## src/hw/rtl/ates_pkg.sv

```systemverilog
`timescale 1ns / 1ps
`default_nettype none

package ates_pkg;

  localparam int SAMPLES_DEFAULT = 10;

  localparam int SAMPLE_W = 10;
  localparam int SUM_W    = 14;
  localparam int COUNT_W  = 4;
  localparam int MV_W     = 11;
  localparam int TEMP_W   = 10;
  localparam int SEG_W    = 8;
  localparam int CFG_IDX_W  = 2;
  localparam int CFG_DATA_W = 11;

  localparam logic [CFG_IDX_W-1:0] REG_OFFSET_MV = 2'd0;
  localparam logic [CFG_IDX_W-1:0] REG_DP_ENABLE = 2'd1;

  localparam logic [MV_W-1:0] OFFSET_RESET = 11'd500;
  localparam logic            DP_RESET     = 1'b1;
  localparam logic [SEG_W-1:0] DP_BIT      = 8'b0100_0000;

  typedef struct packed {
    logic [MV_W-1:0] offset_mv;
    logic            dp_enable;
  } cfg_t;

  typedef struct packed {
    logic full;
    logic not_empty;
  } q_status_t;

  function automatic logic [SEG_W-1:0] seg_tenths(input logic [3:0] d);
    logic [SEG_W-1:0] s;
    case (d)
      4'd0: s = 8'hBE;
      4'd1: s = 8'h18;
      4'd2: s = 8'hD6;
      4'd3: s = 8'hDC;
      4'd4: s = 8'h78;
      4'd5: s = 8'hEC;
      4'd6: s = 8'hEE;
      4'd7: s = 8'h98;
      4'd8: s = 8'hFE;
      4'd9: s = 8'hFC;
      default: s = 8'h00;
    endcase
    return s;
  endfunction

  function automatic logic [SEG_W-1:0] seg_ones(input logic [3:0] d);
    logic [SEG_W-1:0] s;
    case (d)
      4'd0: s = 8'hBE;
      4'd1: s = 8'h90;
      4'd2: s = 8'hAB;
      4'd3: s = 8'hB9;
      4'd4: s = 8'h95;
      4'd5: s = 8'h3D;
      4'd6: s = 8'h3F;
      4'd7: s = 8'hB0;
      4'd8: s = 8'hBF;
      4'd9: s = 8'hBD;
      default: s = 8'h00;
    endcase
    return s;
  endfunction

  function automatic logic [SEG_W-1:0] seg_tens(input logic [3:0] d);
    logic [SEG_W-1:0] s;
    case (d)
      4'd0: s = 8'hEE;
      4'd1: s = 8'h82;
      4'd2: s = 8'h76;
      4'd3: s = 8'hD6;
      4'd4: s = 8'h9A;
      4'd5: s = 8'hDC;
      4'd6: s = 8'hFC;
      4'd7: s = 8'h86;
      4'd8: s = 8'hFE;
      4'd9: s = 8'hDE;
      default: s = 8'h00;
    endcase
    return s;
  endfunction

endpackage

`default_nettype wire

```

## src/hw/rtl/ates_front.sv

```systemverilog
`timescale 1ns / 1ps
`default_nettype none

module ates_front #(
  parameter int SAMPLES = ates_pkg::SAMPLES_DEFAULT
) (
  input  wire logic                          clk,
  input  wire logic                          rst,
  input  wire logic                          in_valid,
  output logic                               in_ready,
  input  wire logic [ates_pkg::SAMPLE_W-1:0] adc_sample,
  input  wire ates_pkg::q_status_t           q_status,
  output logic                               push,
  output logic [ates_pkg::SUM_W-1:0]         push_sum
);

  localparam logic [ates_pkg::COUNT_W-1:0] BATCH = ates_pkg::COUNT_W'(SAMPLES);

  logic [ates_pkg::SUM_W-1:0]   sample_sum;
  logic [ates_pkg::COUNT_W-1:0] samples_taken;
  logic [ates_pkg::SUM_W-1:0]   sum_next;
  logic [ates_pkg::COUNT_W-1:0] count_next;
  logic                         batch_done;
  logic                         accept;

  assign sum_next   = sample_sum + ates_pkg::SUM_W'(adc_sample);
  assign count_next = samples_taken + 1'b1;
  assign batch_done = (count_next == BATCH);
  assign in_ready   = !batch_done || !q_status.full;
  assign accept     = in_valid && in_ready;
  assign push       = accept && batch_done;
  assign push_sum   = sum_next;

  always_ff @(posedge clk) begin
    if (rst) begin
      sample_sum    <= '0;
      samples_taken <= '0;
    end else if (accept) begin
      if (batch_done) begin
        sample_sum    <= '0;
        samples_taken <= '0;
      end else begin
        sample_sum    <= sum_next;
        samples_taken <= count_next;
      end
    end
  end

endmodule

`default_nettype wire

```

## src/hw/rtl/ates_queue.sv

```systemverilog
`timescale 1ns / 1ps
`default_nettype none

module ates_queue (
  input  wire logic                       clk,
  input  wire logic                       rst,
  input  wire logic                       push,
  input  wire logic [ates_pkg::SUM_W-1:0] push_sum,
  input  wire logic                       pop,
  output logic [ates_pkg::SUM_W-1:0]      pop_sum,
  output ates_pkg::q_status_t             status
);

  logic [ates_pkg::SUM_W-1:0] entry [2];
  logic       wr_ptr;
  logic       rd_ptr;
  logic [1:0] count;

  assign pop_sum          = entry[rd_ptr];
  assign status.full      = (count == 2'd2);
  assign status.not_empty = (count != 2'd0);

  always_ff @(posedge clk) begin
    if (push) begin
      entry[wr_ptr] <= push_sum;
    end
  end

  always_ff @(posedge clk) begin
    if (rst) begin
      wr_ptr <= 1'b0;
      rd_ptr <= 1'b0;
      count  <= 2'd0;
    end else begin
      if (push) begin
        wr_ptr <= !wr_ptr;
      end
      if (pop) begin
        rd_ptr <= !rd_ptr;
      end
      case ({push, pop})
        2'b10:   count <= count + 2'd1;
        2'b01:   count <= count - 2'd1;
        default: count <= count;
      endcase
    end
  end

endmodule

`default_nettype wire

```

## src/hw/rtl/ates_back.sv

```systemverilog
`timescale 1ns / 1ps
`default_nettype none

module ates_back #(
  parameter int SAMPLES = ates_pkg::SAMPLES_DEFAULT
) (
  input  wire logic                       clk,
  input  wire logic                       rst,
  input  wire ates_pkg::cfg_t             cfg,
  input  wire logic                       q_valid,
  input  wire logic [ates_pkg::SUM_W-1:0] q_sum,
  output logic                            pop,
  output logic                            out_valid,
  input  wire logic                       out_ready,
  output logic [ates_pkg::SEG_W-1:0]      tens_segments,
  output logic [ates_pkg::SEG_W-1:0]      ones_segments,
  output logic [ates_pkg::SEG_W-1:0]      tenths_segments,
  output logic [ates_pkg::MV_W-1:0]       averaged_millivolts,
  output logic [ates_pkg::TEMP_W-1:0]     tenths_of_degree,
  output logic                            below_zero
);

  localparam int SUM_W   = ates_pkg::SUM_W;
  localparam int MV_W    = ates_pkg::MV_W;
  localparam int TEMP_W  = ates_pkg::TEMP_W;
  localparam int SHIFT   = SUM_W + 4;
  localparam int MULT_W  = SHIFT + 1;
  localparam int PROD_W  = SUM_W + MULT_W;
  localparam int REM_W   = SHIFT;
  localparam logic [MULT_W-1:0] RECIP = MULT_W'((64'd1 << SHIFT) / SAMPLES);
  localparam logic [REM_W-1:0]  DIV   = REM_W'(SAMPLES);

  logic                   advance;
  logic                   v1, v2, v3, v4;

  logic [PROD_W-1:0]      s1_prod;
  logic [SUM_W-1:0]       s1_sum;

  logic [MV_W-1:0]        s2_mv;

  logic [MV_W-1:0]        s3_mv;
  logic [TEMP_W-1:0]      s3_temp;
  logic                   s3_below;

  logic [MV_W-1:0]        s4_mv;
  logic [TEMP_W-1:0]      s4_temp;
  logic                   s4_below;
  logic [3:0]             s4_tens;
  logic [6:0]             s4_rem;

  logic [SUM_W-1:0]       q_est;
  logic [REM_W-1:0]       div_rem;
  logic [SUM_W-1:0]       quot;
  logic [MV_W-1:0]        diff;
  logic [15:0]            tens_prod;
  logic [3:0]             tens_d;
  logic [TEMP_W-1:0]      rem_wide;
  logic [14:0]            ones_prod;
  logic [3:0]             ones_d;
  logic [6:0]             tenths_wide;
  logic [ates_pkg::SEG_W-1:0] ones_seg;

  assign advance = !out_valid || out_ready;
  assign pop     = advance && q_valid;

  assign q_est   = s1_prod[SHIFT +: SUM_W];
  assign div_rem = REM_W'(s1_sum) - REM_W'(q_est) * DIV;
  assign quot    = q_est + SUM_W'(div_rem >= DIV);

  assign diff    = s2_mv - cfg.offset_mv;

  assign tens_prod = 16'(s3_temp) * 16'd41;
  assign tens_d    = tens_prod[15:12];
  assign rem_wide  = s3_temp - TEMP_W'(tens_d) * TEMP_W'(100);

  assign ones_prod   = 15'(s4_rem) * 15'd205;
  assign ones_d      = ones_prod[14:11];
  assign tenths_wide = s4_rem - 7'(ones_d) * 7'd10;
  assign ones_seg    = ates_pkg::seg_ones(ones_d) | (cfg.dp_enable ? ates_pkg::DP_BIT : '0);

  always_ff @(posedge clk) begin
    if (rst) begin
      v1        <= 1'b0;
      v2        <= 1'b0;
      v3        <= 1'b0;
      v4        <= 1'b0;
      out_valid <= 1'b0;
    end else if (advance) begin
      v1        <= q_valid;
      v2        <= v1;
      v3        <= v2;
      v4        <= v3;
      out_valid <= v4;
    end
  end

  always_ff @(posedge clk) begin
    if (advance) begin
      s1_prod <= PROD_W'(q_sum) * PROD_W'(RECIP);
      s1_sum  <= q_sum;

      s2_mv <= {quot[MV_W-2:0], 1'b0};

      s3_mv    <= s2_mv;
      s3_below <= (s2_mv < cfg.offset_mv);
      if (s2_mv < cfg.offset_mv) begin
        s3_temp <= '0;
      end else if (diff >= MV_W'(2000)) begin
        s3_temp <= TEMP_W'(diff - MV_W'(2000));
      end else if (diff >= MV_W'(1000)) begin
        s3_temp <= TEMP_W'(diff - MV_W'(1000));
      end else begin
        s3_temp <= TEMP_W'(diff);
      end

      s4_mv    <= s3_mv;
      s4_temp  <= s3_temp;
      s4_below <= s3_below;
      s4_tens  <= tens_d;
      s4_rem   <= rem_wide[6:0];

      averaged_millivolts <= s4_mv;
      tenths_of_degree    <= s4_temp;
      below_zero          <= s4_below;
      tens_segments       <= ates_pkg::seg_tens(s4_tens);
      ones_segments       <= ones_seg;
      tenths_segments     <= ates_pkg::seg_tenths(tenths_wide[3:0]);
    end
  end

endmodule

`default_nettype wire

```

## src/hw/rtl/averaged_temperature_segment_encoder.sv

```systemverilog
`timescale 1ns / 1ps
`default_nettype none

// Channel   Handshake               Payload
// in        in_valid / in_ready     adc_sample
// out       out_valid / out_ready   tens_segments, ones_segments, tenths_segments,
//                                   averaged_millivolts, tenths_of_degree, below_zero
// cfg       cfg_we                  cfg_index, cfg_data
//
// One sample is accepted every cycle unless it completes a batch while the queue is full;
// each batch of SAMPLES samples yields one frame. Batch sums pass through the two-entry
// queue into the five-stage divide and digit pipeline; frames can follow one another on
// every cycle while the output is ready, and a stalled output holds the whole pipeline.
// Reset is synchronous and clears the sum, the count, the queue and all valid flags.

module averaged_temperature_segment_encoder #(
  parameter int SAMPLES = ates_pkg::SAMPLES_DEFAULT
) (
  input  wire logic                              clk,
  input  wire logic                              rst,
  input  wire logic                              in_valid,
  output logic                                   in_ready,
  input  wire logic [ates_pkg::SAMPLE_W-1:0]     adc_sample,
  output logic                                   out_valid,
  input  wire logic                              out_ready,
  output logic [ates_pkg::SEG_W-1:0]             tens_segments,
  output logic [ates_pkg::SEG_W-1:0]             ones_segments,
  output logic [ates_pkg::SEG_W-1:0]             tenths_segments,
  output logic [ates_pkg::MV_W-1:0]              averaged_millivolts,
  output logic [ates_pkg::TEMP_W-1:0]            tenths_of_degree,
  output logic                                   below_zero,
  input  wire logic                              cfg_we,
  input  wire logic [ates_pkg::CFG_IDX_W-1:0]    cfg_index,
  input  wire logic [ates_pkg::CFG_DATA_W-1:0]   cfg_data
);

  ates_pkg::cfg_t      cfg;
  ates_pkg::q_status_t q_status;
  logic                       push;
  logic [ates_pkg::SUM_W-1:0] push_sum;
  logic                       pop;
  logic [ates_pkg::SUM_W-1:0] pop_sum;

  always_ff @(posedge clk) begin
    if (rst) begin
      cfg.offset_mv <= ates_pkg::OFFSET_RESET;
      cfg.dp_enable <= ates_pkg::DP_RESET;
    end else if (cfg_we) begin
      case (cfg_index)
        ates_pkg::REG_OFFSET_MV: cfg.offset_mv <= cfg_data[ates_pkg::MV_W-1:0];
        ates_pkg::REG_DP_ENABLE: cfg.dp_enable <= cfg_data[0];
        default: ;
      endcase
    end
  end

  ates_front #(
    .SAMPLES(SAMPLES)
  ) u_front (
    .clk       (clk),
    .rst       (rst),
    .in_valid  (in_valid),
    .in_ready  (in_ready),
    .adc_sample(adc_sample),
    .q_status  (q_status),
    .push      (push),
    .push_sum  (push_sum)
  );

  ates_queue u_queue (
    .clk     (clk),
    .rst     (rst),
    .push    (push),
    .push_sum(push_sum),
    .pop     (pop),
    .pop_sum (pop_sum),
    .status  (q_status)
  );

  ates_back #(
    .SAMPLES(SAMPLES)
  ) u_back (
    .clk                (clk),
    .rst                (rst),
    .cfg                (cfg),
    .q_valid            (q_status.not_empty),
    .q_sum              (pop_sum),
    .pop                (pop),
    .out_valid          (out_valid),
    .out_ready          (out_ready),
    .tens_segments      (tens_segments),
    .ones_segments      (ones_segments),
    .tenths_segments    (tenths_segments),
    .averaged_millivolts(averaged_millivolts),
    .tenths_of_degree   (tenths_of_degree),
    .below_zero         (below_zero)
  );

  a_no_push_when_full: assert property (@(posedge clk) disable iff (rst)
    !(push && q_status.full && !pop))
    else $error("Batch sum pushed into a full queue.");

  a_no_pop_when_empty: assert property (@(posedge clk) disable iff (rst)
    pop |-> q_status.not_empty)
    else $error("Queue popped while empty.");

  a_below_zero_clamps: assert property (@(posedge clk) disable iff (rst)
    (out_valid && below_zero) |-> (tenths_of_degree == '0))
    else $error("Negative temperature was not clamped to zero.");

  a_temp_in_range: assert property (@(posedge clk) disable iff (rst)
    out_valid |-> (tenths_of_degree < ates_pkg::TEMP_W'(1000)))
    else $error("Displayed temperature is out of range.");

  a_reset_clears_output: assert property (@(posedge clk)
    rst |=> !out_valid)
    else $error("Output valid after reset.");

endmodule

`default_nettype wire

```

## config.mk

```make
export PLATFORM = sky130hd
export DESIGN_NAME = averaged_temperature_segment_encoder
export DESIGN_NICKNAME = d
export VERILOG_FILES = /design/src/hw/rtl/ates_pkg.sv /design/src/hw/rtl/ates_front.sv /design/src/hw/rtl/ates_queue.sv /design/src/hw/rtl/ates_back.sv /design/src/hw/rtl/averaged_temperature_segment_encoder.sv
export SDC_FILE = /design/constraint.sdc
export NUM_CORES = 1
export LEC_CHECK = 0
export BUFFER_PORTS_ARGS = -buffer_cell sky130_fd_sc_hd__clkbuf_2
export CAP_MARGIN = 20
export CORE_UTILIZATION = 62
export DETAILED_ROUTE_END_ITERATION = 10
export PLACE_DENSITY = 0.9
export SKIP_CTS_REPAIR_TIMING = 1
export SYNTH_ARGS = -nofsm -noshare
export SYNTH_HDL_FRONTEND = slang
export SYNTH_SLANG_ARGS = --single-unit
```

## constraint.sdc

```tcl
create_clock -name clk -period 12.9 [get_ports clk]
set_clock_uncertainty 0.05 [all_clocks]
set_input_delay 0.645 -clock clk [delete_from_list [all_inputs] [get_ports clk]]
set_output_delay 0.645 -clock clk [all_outputs]
set_load 0.01 [all_outputs]
```

==> results.ini <==
[synth]
synth_adder_area_share = 0.326
ys_ff_latch = 196
syn_area_per_cell_um2 = 11.2
synth_compound_area_frac = 0.103
synth_top_family_by_area = adder cells
synth_warnings = 0
yosys.area.top_type = edfxtp_1
yosys.area_share.simple = 0.0767
syn_inst = 1309
yosysTopAreaCellShare = 0.319
yosysSeqAreaShare = 0.373
synthMuxAreaShare = 0.0212
synth_edf_count = 156
synthXorXnorAreaFrac = 0.0462
synthArstFlopShare = 0
synth_top_flop_cell = edfxtp_1
yosys-top-cells-area = edfxtp_1 32%, ha_1 23%, fa_1 9.9%
netlist_area_um2 = 14700
synth_cell_types = 76

[floorplanning]
die_w_um = 156
io_pins = 76
coreArea_um2 = 22900
die_y_um = 156
start_util = 0.642
dieArea_um2 = 24300
num_rows = 55

[power]
p_leak_nw = 7.58
ir_drop_mv = 0.326
p_total_mw = 3.68
powerDensity_nw_per_um2 = 231

[timing]
finalSetupTns_ns = 0
min_period_ns = 6.73
slew_headroom = 0.376
setup_viol = 0
final-hold-violation-count = 0
post-route-period-util = 0.522
rsz0062_at_grt = no
max_freq_mhz = 149
worst_pin_slew_ns = 0.934
slew_violations = 0
holdWs_ns = 0.366

[clock_network]
cts-buffers-inserted = 17
clk_pin_slew_ns = 0.07
htreeDepth = 4
clk_latency_ns = 0.45
cts_root_buffer = clkbuf_16
cts_tree = built
clock_path_buffers = 2
cts_sinks = 196

[placement]
dp_hpwl_um = 22600
place.gp.congestion = 0.945
port_buffers = 72

[setup_path]
r2r_cells = 18
cpMostUsedCell = fa_1
critPathMaxFanout = 14
criticalPathCategory = register to register
arrival_ns = 6.88
cp_num_cells = 18
startpoint_type = register
cp.required_ns = 13.04
r2r_slack_ns = 6.17
cp_top_family = adder cells
timing.rr.end = u_back.s1_prod[28]
max_stage_delay_ns = 0.76
crit_buf_inv = 2
path_cells = mux2_2 > ha_1 > fa_1 > inv_1 > fa_1 > inv_1 > fa_1 > fa_1 > ha_1 > ha_1 > a211oi_1 > o21ai_0 > a31o_2 > a41o_1 > a2111oi_0 > o21bai_1 > a21oi_1 > xnor2_1
slowest_stage = dfxtp_1
cp-end-kind = register

[global_route]
antenna_found_initial = 0
grt_pass1_vias = 9979
grtUsageTotal = 0.254
grt_pass1_wl_um = 47800
grt-ovfl-total = 0
grt_max_degree = 78

[routing]
antenna_left = 0
routedWlPerCell_um = 17.2
routed_wl_um = 29400
drt-initial-drc-count = 679
drc = 0
dr_total_vias = 9947
firstDrtPassIters = 5
viasPerCell = 5.81

[finish]
num_antenna_cells = 0
drive_above_1_share = 0.103
fillers = 1539
fin_nets = 1754
area_growth_pct = 8.63

[run]
maxCapViolCount = 0

[run_status]
status = completed

[worst_hold_path]
hold_start = u_back.s4_mv[2]
hold_depth = 0
hold_path_class = register to register
hold-path-endpoint = u_back.averaged_millivolts[2]

-- area by class of cell --
| cell class | count | area (µm²) | area share |
|---|---|---|---|
| clock inverters | 14 | 123 | 0.00768 |
| inverters | 185 | 697 | 0.0436 |
| repair buffers | 77 | 402 | 0.0251 |
| flip-flops and latches | 196 | 5490 | 0.343 |
| multi-input cells | 910 | 8450 | 0.529 |
| clock buffers | 18 | 429 | 0.0269 |
| well taps | 313 | 392 | 0.0245 |
-- cell families (layout without fill, tap and decap cells) --
group,Yosys count,count (layout)
buffers and inverters,205,294
AO/OA/AOI/OAI,232,232
flip-flops,196,196
XOR/XNOR,75,75
AND/OR/NAND/NOR,232,232
other,1,3
multiplexers,29,29
adder cells (fa/ha/maj),339,339
-- Yosys cell counts (3+ instances only) --
cell,instances
and3_1,6
mux2_2,13
nor2b_1,9
inv_1,185
nand3_1,18
a22oi_1,10
edfxtp_1,156
or3_1,3
or4_1,3
mux2i_1,15
a21o_1,13
o2bb2ai_1,3
a21oi_1,67
nand2b_1,13
xnor2_1,53
xor2_1,19
o221ai_1,3
a211oi_1,7
nor3_1,13
nor2_1,78
and2_1,5
ha_1,266
buf_4,3
o22ai_1,9
a211o_1,8
nand3b_1,4
a31o_2,3
o21ai_0,39
o21a_1,12
nor3b_1,5
dfxtp_1,40
or2_2,6
fa_1,73
a21boi_0,5
o21bai_1,11
clkbuf_1,13
o21ai_1,3
nand2_1,52
nand4_1,5
a31oi_1,10
-- worst max path at each step --
| stage | start | to | slack, ns |
|---|---|---|---|
| 5_1_grt | register | u_back.s1_prod[28] | 6.02 |
| 4_1_cts | register | u_back.s1_prod[28] | 6.28 |
| 2_1_floorplan | register | u_back.s1_prod[28] | 6.75 |
| 6_report | register | u_back.s1_prod[28] | 6.17 |
| 3_3_place_gp | register | u_back.s1_prod[28] | 6.59 |
| 3_5_place_dp | register | u_back.s1_prod[28] | 6.39 |
-- layout by cell type (no fill, tap or decap), types with 8 or more instances in the layout --
master	count
dfxtp_1	40
a211o_1	8
o21a_1	12
o22ai_1	9
o21ai_0	39
ha_1	266
clkbuf_16	17
a21o_1	13
a31oi_1	10
nand2b_1	13
nand2_1	52
clkbuf_2	72
edfxtp_1	156
nand3_1	18
nor2_1	78
nor3_1	13
mux2_2	13
fa_1	73
inv_1	184
nor2b_1	9
o21bai_1	11
a22oi_1	10
xnor2_1	53
mux2i_1	15
xor2_1	19
a21oi_1	67
-- worst reg2reg max path: cells and delay by family (launching register included) --
kind	cells	cell delay [ns]
compound gates	7	1.88
xor+xnor	1	0.08
fa+ha+maj	7	3.12
buf+inv	2	0.12
flops	1	0.76
mux	1	0.49
-- metrics by stage --
| step | area, µm² | std cells | setup WS, ns | util |
|---|---|---|---|---|
| finish | 16000 | 1713 | 6.17 | 0.697 |
| global route | 16000 | 1713 | 6.02 | 0.697 |
| CTS | 16000 | 1711 | 6.28 | 0.696 |
| detailed placement | 15400 | 1679 | 6.39 | 0.672 |
| global placement | 15400 | 1679 | 6.59 | 0.672 |
| floorplan | 14700 | 1311 | 6.75 | - |
-- layer usage --
layer  GRT usage  part of all wire  up-vias
met3      0.0469             0.052       65
met1       0.303              0.41     4823
met5           0                 0        -
met2       0.450              0.51      280
li1            -                 -     4779
met4       0.101             0.028        0
-- power by group --
| part | switching (mW) | internal (mW) | total, mW | leakage (nW) |
|---|---|---|---|---|
| registers | 0.0417 | 0.916 | 0.958 | 1.98 |
| clock network | 0.251 | 0.253 | 0.504 | 0.260 |
| logic | 1.24 | 0.977 | 2.22 | 5.33 |
-- sequential cells by signal, indices dropped and copies added, names as in the netlist, 2 cells and up, named ones only --
register and count:
u_back.ones_segments 8, u_back.s1_prod 11, u_back.s2_mv 10, u_back.s4_tens 4, u_back.averaged_millivolts 10, u_back.s4_rem 7
u_back.s3_temp 10, u_queue.entry 28, u_back.tenths_segments 7, u_back.s4_mv 10, u_back.tens_segments 7, u_back.s4_temp 8
u_back.s3_mv 10, u_back.tenths_of_degree 10, cfg 12, u_queue.count 2, u_front.sample_sum 14, u_back.s1_sum 13
u_front.samples_taken 4
Power figures use the tool's default switching activity.
